File: src/rtl/ptl_pkg.sv
// Shared types and constants for the LRU page table translator.
package ptl_pkg;

	localparam int PA_W     = 28;
	localparam int VA_W     = 32;
	localparam int CNT_W    = 32;
	localparam int CFG_W    = 5;
	localparam int IDX_W    = 6;
	localparam int FILL_W   = 7;
	localparam logic [CFG_W-1:0] OFFSET_MAX = 5'd24;

	localparam logic OP_TRANSLATE = 1'b0;
	localparam logic OP_SET_DIRTY = 1'b1;

	localparam logic CFG_OFFSET_BITS   = 1'b0;
	localparam logic CFG_FRAMES_IN_USE = 1'b1;

	typedef struct packed {
		logic            opcode;
		logic [VA_W-1:0] virtual_address;
		logic            is_write;
		logic [PA_W-1:0] frame_address;
	} ptl_req_t;

	typedef struct packed {
		logic             hit;
		logic [PA_W-1:0]  physical_address;
		logic [CNT_W-1:0] hit_total;
		logic [CNT_W-1:0] fault_total;
		logic [CNT_W-1:0] disk_total;
	} ptl_rsp_t;

	// Search results rippling along the cell row.
	typedef struct packed {
		logic             hit;
		logic [IDX_W-1:0] hit_idx;
		logic [IDX_W-1:0] hit_rank;
		logic             lru;
		logic [IDX_W-1:0] lru_idx;
		logic             lru_dirty;
	} ptl_link_t;

	// Update command broadcast to every cell.
	typedef struct packed {
		logic              touch;
		logic [IDX_W-1:0]  touch_rank;
		logic [IDX_W-1:0]  top_rank;
		logic [IDX_W-1:0]  tgt;
		logic              load;
		logic              load_dirty;
		logic              mark;
		logic [IDX_W-1:0]  mark_idx;
		logic [FILL_W-1:0] filled;
	} ptl_upd_t;

endpackage

File: src/rtl/ptl_cell.sv
// One frame of the page table: page tag, dirty bit and recency rank.
module ptl_cell import ptl_pkg::*; #(
	parameter int IDX    = 0,
	parameter int PAGE_W = 32,
	parameter int FW     = 4
) (
	input  logic              clk,
	input  logic              arst_n,
	input  ptl_upd_t          upd,
	input  logic [PAGE_W-1:0] page,
	input  ptl_link_t         link_in,
	output ptl_link_t         link_out
);

	logic [PAGE_W-1:0] page_q;
	logic              dirty_q;
	logic [FW-1:0]     rank_q;
	logic              filled;
	logic              is_tgt;
	logic              match;
	logic              lru;

	assign filled = FILL_W'(IDX) < upd.filled;
	assign is_tgt = IDX_W'(IDX) == upd.tgt;
	assign match  = filled && (page_q == page);
	assign lru    = filled && (rank_q == '0);

	// Pass the search along; tags are unique and ranks form a permutation.
	always_comb begin
		link_out = link_in;
		if (match) begin
			link_out.hit      = 1'b1;
			link_out.hit_idx  = IDX_W'(IDX);
			link_out.hit_rank = IDX_W'(rank_q);
		end
		if (lru) begin
			link_out.lru       = 1'b1;
			link_out.lru_idx   = IDX_W'(IDX);
			link_out.lru_dirty = dirty_q;
		end
	end

	always_ff @(posedge clk) begin
		if (upd.load && is_tgt) begin
			page_q <= page;
		end
	end

	always_ff @(posedge clk or negedge arst_n) begin
		if (!arst_n) begin
			dirty_q <= 1'b0;
			rank_q  <= '0;
		end else begin
			if (upd.load && is_tgt) begin
				dirty_q <= upd.load_dirty;
			end else if (upd.mark && (upd.mark_idx == IDX_W'(IDX))) begin
				dirty_q <= 1'b1;
			end
			if ((upd.touch || upd.load) && is_tgt) begin
				rank_q <= FW'(upd.top_rank);
			end else if (upd.touch && filled && (IDX_W'(rank_q) > upd.touch_rank)) begin
				rank_q <= rank_q - 1'b1;
			end
		end
	end

endmodule

File: src/rtl/page_table_lru_translate.sv
// Top level of the fully associative page table with LRU replacement.
//
// Usage:
//   Request channel: drive req and raise start; the request is taken at a
//   rising edge where start is high and busy is low. busy is high for the
//   one cycle in which the taken request is worked on.
//   Result channel: done is high for exactly one cycle with rsp valid; the
//   receiver cannot stall, so capture rsp whenever done is seen.
//   Configuration: cfg_we with cfg_index and cfg_wdata writes offset_bits
//   (index 0) or frames_in_use (index 1) at that edge; write only when idle.
// Timing:
//   A taken request is held in the request register; from it the frame row
//   and the result register are updated together, and done then shows the
//   result. No new request is taken while busy is high, so only one request
//   is in work at a time: the request register plus the single update pass.
//   Within that pass, the match and LRU search ripple through the chain of
//   frame cells and the update command is broadcast back to all of them.
// Reset: counters, fill count, dirty bits and ranks clear; offset_bits
//   returns to 12 and frames_in_use to 16. Frame tags are not cleared:
//   only frames below the fill count are ever searched.
module page_table_lru_translate import ptl_pkg::*; #(
	parameter int FRAMES    = 16,
	parameter int ADDR_BITS = 32
) (
	input  logic             clk,
	input  logic             arst_n,
	input  logic             start,
	output logic             busy,
	input  ptl_req_t         req,
	output logic             done,
	output ptl_rsp_t         rsp,
	input  logic             cfg_we,
	input  logic             cfg_index,
	input  logic [CFG_W-1:0] cfg_wdata
);

	localparam int FW   = (FRAMES > 1) ? $clog2(FRAMES) : 1;
	localparam int CFW  = $clog2(FRAMES + 1);
	localparam int PG_W = (ADDR_BITS < VA_W) ? ADDR_BITS : VA_W;

	logic [CFG_W-1:0] offset_bits_q;
	logic [CFG_W-1:0] frames_in_use_q;
	logic [CFW-1:0]   filled_q;
	logic [CNT_W-1:0] hit_cnt_q;
	logic [CNT_W-1:0] fault_cnt_q;
	logic [CNT_W-1:0] disk_cnt_q;

	logic     valid_s1;
	ptl_req_t req_s1;
	logic     done_q;
	ptl_rsp_t rsp_q;

	ptl_link_t link [FRAMES+1];
	ptl_link_t found;
	ptl_upd_t  upd;

	logic [CFG_W-1:0] ob;
	logic [VA_W-1:0]  va;
	logic [VA_W-1:0]  page_full;
	logic [PG_W-1:0]  page;
	logic [VA_W-1:0]  off;
	logic [PA_W-1:0]  fa_idx;
	logic [7:0]       limit;
	logic             translate;
	logic             set_dirty;
	logic             can_fill;
	logic             do_fill;
	logic             do_evict;
	logic [CNT_W-1:0] disk_next;

	assign busy = valid_s1;
	assign done = done_q;
	assign rsp  = rsp_q;

	// Configuration writes.
	always_ff @(posedge clk or negedge arst_n) begin
		if (!arst_n) begin
			offset_bits_q   <= 5'd12;
			frames_in_use_q <= 5'd16;
		end else if (cfg_we) begin
			unique case (cfg_index)
				CFG_OFFSET_BITS:   offset_bits_q   <= cfg_wdata;
				CFG_FRAMES_IN_USE: frames_in_use_q <= cfg_wdata;
			endcase
		end
	end

	// Hold the taken request for its update cycle.
	always_ff @(posedge clk or negedge arst_n) begin
		if (!arst_n) begin
			valid_s1 <= 1'b0;
		end else begin
			valid_s1 <= start && !busy;
		end
	end

	always_ff @(posedge clk) begin
		if (start && !busy) begin
			req_s1 <= req;
		end
	end

	// Split the address; offsets wider than 24 bits clamp to 24.
	always_comb begin
		ob        = (offset_bits_q > OFFSET_MAX) ? OFFSET_MAX : offset_bits_q;
		va        = VA_W'(req_s1.virtual_address[PG_W-1:0]);
		page_full = va >> ob;
		page      = page_full[PG_W-1:0];
		off       = va & ((VA_W'(1) << ob) - VA_W'(1));
		fa_idx    = req_s1.frame_address >> ob;
	end

	// Clamp the frame limit to 1..FRAMES.
	always_comb begin
		if (frames_in_use_q == '0) begin
			limit = 8'd1;
		end else if (8'(frames_in_use_q) > 8'(FRAMES)) begin
			limit = 8'(FRAMES);
		end else begin
			limit = 8'(frames_in_use_q);
		end
	end

	// Row of frame cells; the search ripples from cell 0 upward.
	assign link[0] = '0;

	for (genvar i = 0; i < FRAMES; i++) begin : g_cell
		ptl_cell #(
			.IDX    (i),
			.PAGE_W (PG_W),
			.FW     (FW)
		) u_cell (
			.clk      (clk),
			.arst_n   (arst_n),
			.upd      (upd),
			.page     (page),
			.link_in  (link[i]),
			.link_out (link[i+1])
		);
	end

	assign found = link[FRAMES];

	// Decide the update: refresh on hit, fill a free frame, evict LRU, or mark a frame dirty.
	always_comb begin
		translate = valid_s1 && (req_s1.opcode == OP_TRANSLATE);
		set_dirty = valid_s1 && (req_s1.opcode == OP_SET_DIRTY);
		can_fill  = 8'(filled_q) < limit;
		do_fill   = translate && !found.hit && can_fill;
		do_evict  = translate && !found.hit && !can_fill;

		upd            = '0;
		upd.filled     = FILL_W'(filled_q);
		upd.load_dirty = req_s1.is_write;
		upd.top_rank   = IDX_W'(filled_q - 1'b1);
		upd.mark       = set_dirty && (fa_idx < PA_W'(filled_q));
		upd.mark_idx   = fa_idx[IDX_W-1:0];
		if (translate && found.hit) begin
			upd.touch      = 1'b1;
			upd.tgt        = found.hit_idx;
			upd.touch_rank = found.hit_rank;
		end else if (do_fill) begin
			upd.load     = 1'b1;
			upd.tgt      = IDX_W'(filled_q);
			upd.top_rank = IDX_W'(filled_q);
		end else if (do_evict) begin
			upd.touch      = 1'b1;
			upd.load       = 1'b1;
			upd.tgt        = found.lru_idx;
			upd.touch_rank = '0;
		end

		// A dirty victim costs a write-back on top of the fault read.
		disk_next = disk_cnt_q;
		if (translate && !found.hit) begin
			disk_next = disk_cnt_q + 1'b1 + CNT_W'(do_evict && found.lru_dirty);
		end
	end

	// Advance counters and fill count.
	always_ff @(posedge clk or negedge arst_n) begin
		if (!arst_n) begin
			filled_q    <= '0;
			hit_cnt_q   <= '0;
			fault_cnt_q <= '0;
			disk_cnt_q  <= '0;
		end else begin
			if (do_fill) begin
				filled_q <= filled_q + 1'b1;
			end
			if (translate && found.hit) begin
				hit_cnt_q <= hit_cnt_q + 1'b1;
			end
			if (translate && !found.hit) begin
				fault_cnt_q <= fault_cnt_q + 1'b1;
			end
			disk_cnt_q <= disk_next;
		end
	end

	// Register the result; set-dirty reports zero hit and address.
	always_ff @(posedge clk or negedge arst_n) begin
		if (!arst_n) begin
			done_q <= 1'b0;
		end else begin
			done_q <= valid_s1;
		end
	end

	always_ff @(posedge clk) begin
		if (valid_s1) begin
			rsp_q.hit              <= translate && found.hit;
			rsp_q.physical_address <= translate
				? ((PA_W'(upd.tgt) << ob) | PA_W'(off)) : '0;
			rsp_q.hit_total   <= hit_cnt_q + CNT_W'(translate && found.hit);
			rsp_q.fault_total <= fault_cnt_q + CNT_W'(translate && !found.hit);
			rsp_q.disk_total  <= disk_next;
		end
	end

endmodule

File: config.mk
export PLATFORM = sky130hd
export DESIGN_NAME = page_table_lru_translate
export DESIGN_NICKNAME = d
export VERILOG_FILES = /design/src/rtl/ptl_pkg.sv /design/src/rtl/ptl_cell.sv /design/src/rtl/page_table_lru_translate.sv
export SDC_FILE = /design/constraint.sdc
export NUM_CORES = 2
export LEC_CHECK = 0
export ABC_AREA = 1
export BUFFER_PORTS_ARGS = -buffer_cell sky130_fd_sc_hd__buf_4
export CAP_MARGIN = 25
export CORE_MARGIN = 10
export CORE_UTILIZATION = 35
export CTS_BUF_LIST = sky130_fd_sc_hd__clkbuf_16
export DETAILED_ROUTE_END_ITERATION = 8
export GPL_ROUTABILITY_DRIVEN = 0
export PLACE_DENSITY = 0.54
export SKIP_LAST_GASP = 1
export SLEW_MARGIN = 20
export SYNTH_ARGS = -nofsm -noshare
export SYNTH_HDL_FRONTEND = slang
export SYNTH_SLANG_ARGS = --single-unit
File: constraint.sdc
create_clock -name clk -period 8 [get_ports clk]
set_input_delay 0.4 -clock clk [delete_from_list [all_inputs] [get_ports clk]]
set_output_delay 0.4 -clock clk [all_outputs]
set_load 0.005 [all_outputs]
# Word-level counts from Yosys, hierarchy flattened
# Cells that the tools add are included.
# word_totals
word_cells,467
register_bits,892
output_inout_bits,127
# op_classes
n_lt_le_gt_ge,36
shift,4
n_reduce_logical,178
addsub,25
n_mux,109
n_bitwise,4
n_eq_ne,46
# op_table
op,n
32-bit == test,16
13-bit two-way mux,16
7-bit two-way mux,20
4-bit two-way mux,34
1-bit logical AND,121
32-bit by 1-bit adder with 32-bit output,3
"32-bit by 1-bit adder with 32-bit output, second input constant",3
4-bit by 6-bit greater-than comparator with 1-bit output,16
"4-bit by 1-bit subtractor with 4-bit output, second input constant",17
4-bit zero test,16
2-bit nonzero test,32
"4-bit by 6-bit == test with 1-bit output, first input constant",8
"6-bit by 4-bit == test with 1-bit output, second input constant",8
"4-bit by 5-bit < comparator with 1-bit output, first input constant",8
1-bit two-way mux,34
32-bit two-way mux,1
32-bit by 5-bit right shift with 32-bit output,1
28-bit AND,1
28-bit by 5-bit < comparator with 1-bit output,1
28-bit OR,1
"1-bit by 5-bit left shift with 28-bit output, first input constant",1
6-bit by 5-bit left shift with 28-bit output,1
28-bit by 5-bit right shift with 28-bit output,1
"28-bit by 1-bit subtractor with 28-bit output, second input constant",1
20 further kinds,41

# Logic depth before layout (Yosys ltp)
# depth
depth_word,31
ltp_mapped,51
mapped_depth_nobuf,48

# Modules after synthesis
# Synthesis repeated with hierarchy kept, for this count alone.
# unflattened
cells_unflattened,6915
area_unflattened_um2,54512.3
# modules_own_cells
mod,seq_area_each_um2,area_each_um2,n_inst,cells_each
page_table_lru_translate,8446.9,16438.3,1,1857
ptl_cell at g_cell[13].u_cell,1086.0,2548.7,1,345
ptl_cell at g_cell[5].u_cell,1086.0,2537.4,1,357
ptl_cell at g_cell[7].u_cell,1086.0,2423.6,1,330
ptl_cell at g_cell[1].u_cell,1086.0,2394.8,1,311
ptl_cell at g_cell[6].u_cell,1086.0,2393.5,1,322
ptl_cell at g_cell[12].u_cell,1086.0,2379.8,1,317
ptl_cell at g_cell[14].u_cell,1086.0,2376.0,1,314
ptl_cell at g_cell[9].u_cell,1086.0,2374.8,1,316
ptl_cell at g_cell[4].u_cell,1086.0,2373.5,1,318
ptl_cell at g_cell[2].u_cell,1086.0,2364.8,1,316
ptl_cell at g_cell[3].u_cell,1086.0,2351.0,1,311
ptl_cell at g_cell[0].u_cell,1086.0,2337.2,1,309
ptl_cell at g_cell[11].u_cell,1086.0,2336.0,1,310
3 more rows,--,--,--,--

# Worst setup path before layout
# No wires, ideal clock.
# synth_timing
kind,flip-flop to flip-flop
from,register valid_s1 (netlist: busy)
to,register g_cell[13].u_cell.page_q[0] (enable)
slack_ps,661
stages_incl_launch_ff,11
period_less_slack_ps,7339
setup_time_ps,423
arrival_ps,6916
required_time_ps,7577
cell_sequence,dfrtp_1 nand2_1 inv_1 and3_1 buf_2 inv_2 o22ai_1 o21ai_2 nor3_4 nand2_1 nor2_1
# synth_via
elab_chain_len,8
word_cells_on_any_way,11
classes_between,1 x eq/ne; 4 x mux; 6 x reduce/logical
# synth_rtl
item,line_no,rtl
start: declaration,page_table_lru_translate.sv:48,logic valid_s1;
start signal: assignment,page_table_lru_translate.sv:93,valid_s1 <= start && !busy;
1-bit logical AND (*),page_table_lru_translate.sv:146,translate = valid_s1 && (req_s1.opcode == OP_TRANSLATE);
1-bit logical AND,"page_table_lru_translate.sv:149, page_table_lru_translate.sv:150",
1-bit logical AND,page_table_lru_translate.sv:150,do_evict = translate && !found.hit && !can_fill;
7-bit two-way mux,page_table_lru_translate.sv:166,end else if (do_evict) begin
7-bit two-way mux,page_table_lru_translate.sv:162,end else if (do_fill) begin
6-bit two-way mux,page_table_lru_translate.sv:158,if (translate && found.hit) begin
4-bit by 6-bit == test with 1-bit output,ptl_cell.sv:24,assign is_tgt = IDX_W'(IDX) == upd.tgt;
1-bit logical AND (*),ptl_cell.sv:44,if (upd.load && is_tgt) begin
end signal: assignment,ptl_cell.sv:45,page_q <= page;
end: declaration,ptl_cell.sv:15,logic [PAGE_W-1:0] page_q;
# Every way passes the cells marked *; elsewhere a longest branch is shown, timed or not.
# A chain may end at the register's enable or synchronous reset.

# Worst setup path in the final report
# layout_timing
from,register offset_bits_q[3]
to,register g_cell[8].u_cell.rank_q[3]
# layout_via
elab_chain_len,30
word_cells_on_any_way,73
classes_between,2 x order compare; 17 x eq/ne; 1 x shift; 27 x mux; 26 x reduce/logical
# layout_rtl
item,line_no,rtl
start: declaration,page_table_lru_translate.sv:41,logic [CFG_W-1:0] offset_bits_q;
start signal: assignment,page_table_lru_translate.sv:82,CFG_OFFSET_BITS: offset_bits_q <= cfg_wdata;
5-bit greater-than comparator,page_table_lru_translate.sv:105,ob = (offset_bits_q > OFFSET_MAX) ? OFFSET_MAX : offset_bits_q;
5-bit two-way mux (*),page_table_lru_translate.sv:105,
32-bit by 5-bit right shift with 32-bit output (*),page_table_lru_translate.sv:107,page_full = va >> ob;
net g_cell[0].u_cell.page[31],ptl_cell.sv:10,"input logic [PAGE_W-1:0] page,"
32-bit == test,ptl_cell.sv:25,assign match = filled && (page_q == page);
1-bit logical AND,ptl_cell.sv:25,
13-bit two-way mux (15 in a row),ptl_cell.sv:31,if (match) begin
13-bit two-way mux (*),ptl_cell.sv:31,
branches (longest 9 deep; another with 4-bit by 6-bit greater-than comparator with 1-bit output),--,
end signal: assignment,ptl_cell.sv:60,rank_q <= FW'(upd.top_rank);
end signal: assignment,ptl_cell.sv:62,rank_q <= rank_q - 1'b1;
end: declaration,ptl_cell.sv:17,logic [FW-1:0] rank_q;
# Mark *: on every way through the listed nets, which the timed path passes.

==> metrics.cfg <==
[worst_setup_path]
critPathMaxStageDelay_ns=0.47
cp_slowest_cell=nand2_1
endpoint_kind=flop
arrival_ns=8.06
worstSetupPathType=reg -> reg
cp.required_ns=8.54
cpMostUsedCell=nand2_1
worst_setup_path_start_kind=flop
critPathMaxFanout=37

[die]
row_count=136
start_util_pct=35.2
dieArea_sq_um=153000
ios=199
die_w_um=392
die_h_um=392
coreArea_sq_um=137000

[cells_and_area]
areaGrowthSynthToFinish_pct=17.1
nets=5916
final_common_cell=nand2_1
fin_area_sq_um=56600
drive_gt1_share_pct=12.1
final_cell_mix=nand2_1, edfxtp_1, inv_1

[yosys]
synth_area_leaders=edfxtp_1, nand2_1, dfrtp_1
synth_ff_type=edfxtp_1
synthCells=5346
syn_area_per_cell_sq_um=9.04
yosysWarningCount=0
synth_nets=5533
yosysTopAreaCell=edfxtp_1
synth_cell_types=71
syn-cell-area_sq_um=48300
synth_edf_count=699
synth-seq-area-share_pct=53.4
yosysTopAreaCellShare_pct=43.4
ys_ff_latch=892
async_flop_share_pct=21.6

[detailed_routing]
route.detailed.drc=0
dr.first_iter.drc_count=4376
wire_per_inst_um=21.2
finalWirelength_mm=161
ant_nets=0
avgViaCountPerCell=5.12
drtPass1Iterations=8
num_vias=38900

[cts]
path_clk_slew_ns=0.07
worstSkewPairLatency_ns=0.72
htree_levels=3
cts.sinks=892
numCtsBuffers=98
root_buffer=clkbuf_16
cts_tree=yes
cts.path.max_buffers=3

[sta]
drv_slew=0
relSlewSlack_pct=29.1
fin_crit_ns=7.52
setup_tns_ns=0
finClkSkew_ns=0.0349
worst_slew_pin_slew_ns=1.06
fmax_mhz=133
rsz0062_at_grt=no
period_share_pct=94.0
hold_violations=0
hold_slack_ns=0.0618
setup_viol=0

[status]
status=completed

[grt]
overflow=0
grtUsageTotal_pct=20.5
grt_max_degree=80
antenna_found_initial=1
use_met1_pct=28.3
gr-max-usage-layer=met2
met3_usage_pct=3.35
grt_pass1_wl_mm=239
grt_pass1_vias=37100
use_met2_pct=32.9

[power]
combPwrFrac_pct=31.4
switching_share_pct=37.0
intPower_mw=9.45
clkPwrFrac_pct=30.2
p_sw_mw=5.54
power.static_leakage_nw=24.8
peakVddDrop_uv=164
pwr-share-seq_pct=38.4
power.total_mw=15.0
power.density_nw_per_um2=265

[run]
cap_violations=0

[place]
dpl-instance-area_sq_um=52500
dp_hpwl_mm=115
numPortBuffers=198

[min_path]
hp-class=in -> reg

-- cell usage after synthesis (26+ instances only) --
cell type,number
nand3b_1,40
nand2_2,34
dfrtp_1,190
ha_1,115
nor3_1,44
inv_1,642
xnor2_1,102
mux2i_1,26
xor2_1,239
nand4_1,124
o21ai_0,277
o21ai_1,42
nand3_1,327
clkbuf_1,49
edfxtp_1,699
buf_2,53
inv_2,32
nor2_1,491
a21oi_1,95
nand2_1,1423
nand3_2,27
-- registers in the layout, indices dropped and copies added, names as in the netlist --
signal,flops
busy,1
disk_cnt_q,32
done,1
fault_cnt_q,32
filled_q,5
frames_in_use_q,5
g_cell.u_cell.dirty_q,16
g_cell.u_cell.page_q,512
g_cell.u_cell.rank_q,64
hit_cnt_q,32
offset_bits_q,5
req_s1,30
rsp,125
va,32
-- timing repair --
action / in CTS / in global routing
hold buffers: 66 / 0
resized for setup: 0 / 15
setup buffers: 0 / 22
endpoints found under the hold margin: 141 / 0
endpoints found under the setup margin: 0 / 44
-- power by group through the flow --
stage               sequential [mW]  clock [mW]  combinational, mW
floorplan                      5.78           0               2.78
global placement               5.85           0               4.53
detailed placement             5.85           0               4.57
CTS                            5.76        4.61               4.61
global route                   5.79        4.79               5.13
finish                         5.76        4.52               4.71
-- final cells by class --
type / count / area, sq um
Clock inverter: 77 / 607
Multi-Input combinational cell: 3623 / 19200
Clock buffer: 102 / 2550
Sequential cell: 892 / 25800
Antenna cell: 2 / 5.00
Inverter: 680 / 2570
Timing Repair Buffer: 434 / 3550
Tap cell: 1794 / 2240
Fill cell: 13500 / 80700
-- per-layer routing --
metal	vias up	wire [um]
met5	-	0
li1	18400	-
met4	0	4880
met2	1594	73000
met1	18600	70500
met3	289	12800
-- final timing paths --
kind,start,to,slack (ns),depth (start not counted)
worst max-delay path,offset_bits_q[3]$_DFFE_PN1P_,g_cell[8].u_cell.rank_q[3]$_DFFE_PN0P_,0.48,43
min in group asynchronous,arst_n,disk_cnt_q[23]$_DFF_PN0_,0.32,2
max in group asynchronous,arst_n,fault_cnt_q[26]$_DFFE_PN0N_,6.20,3
worst max register to register,offset_bits_q[3]$_DFFE_PN1P_,g_cell[8].u_cell.rank_q[3]$_DFFE_PN0P_,0.48,43
worst min register to register,disk_cnt_q[31]$_DFF_PN0_,disk_cnt_q[31]$_DFF_PN0_,0.47,1
worst min-delay path,cfg_wdata[2],frames_in_use_q[2]$_DFFE_PN0P_,0.06,3
-- kinds of logic after synthesis --
| group | share of synthesized area [%] |
|---|---|
| flops | 53.4 |
| fa+ha+maj | 2.98 |
| xor+xnor | 6.18 |
| buf+inv | 7.05 |
| mux | 0.678 |
| compound gates | 5.95 |
| simple gates | 23.7 |
-- through the flow --
step | setup slack, ns | instances | utilization, %
floorplan | 0.661 | 5346 | -
global placement | 0.416 | 7334 | 38.2
detailed placement | 0.337 | 7335 | 38.2
CTS | 0.334 | 7580 | 41.0
global route | 0.0124 | 7602 | 41.2
finish | 0.480 | 7604 | 41.2
-- critical path: cells and delay by family (launching register included) --
kind                     cells  cell delay (ns)
flip-flops                   1             0.40
AND/OR/NAND/NOR             26             3.99
buffers and inverters        7             1.16
XOR/XNOR                     1             0.16
adder cells (fa/ha/maj)      1             0.45
AO/OA/AOI/OAI                8             1.13
(Power assumes the default switching activity.)
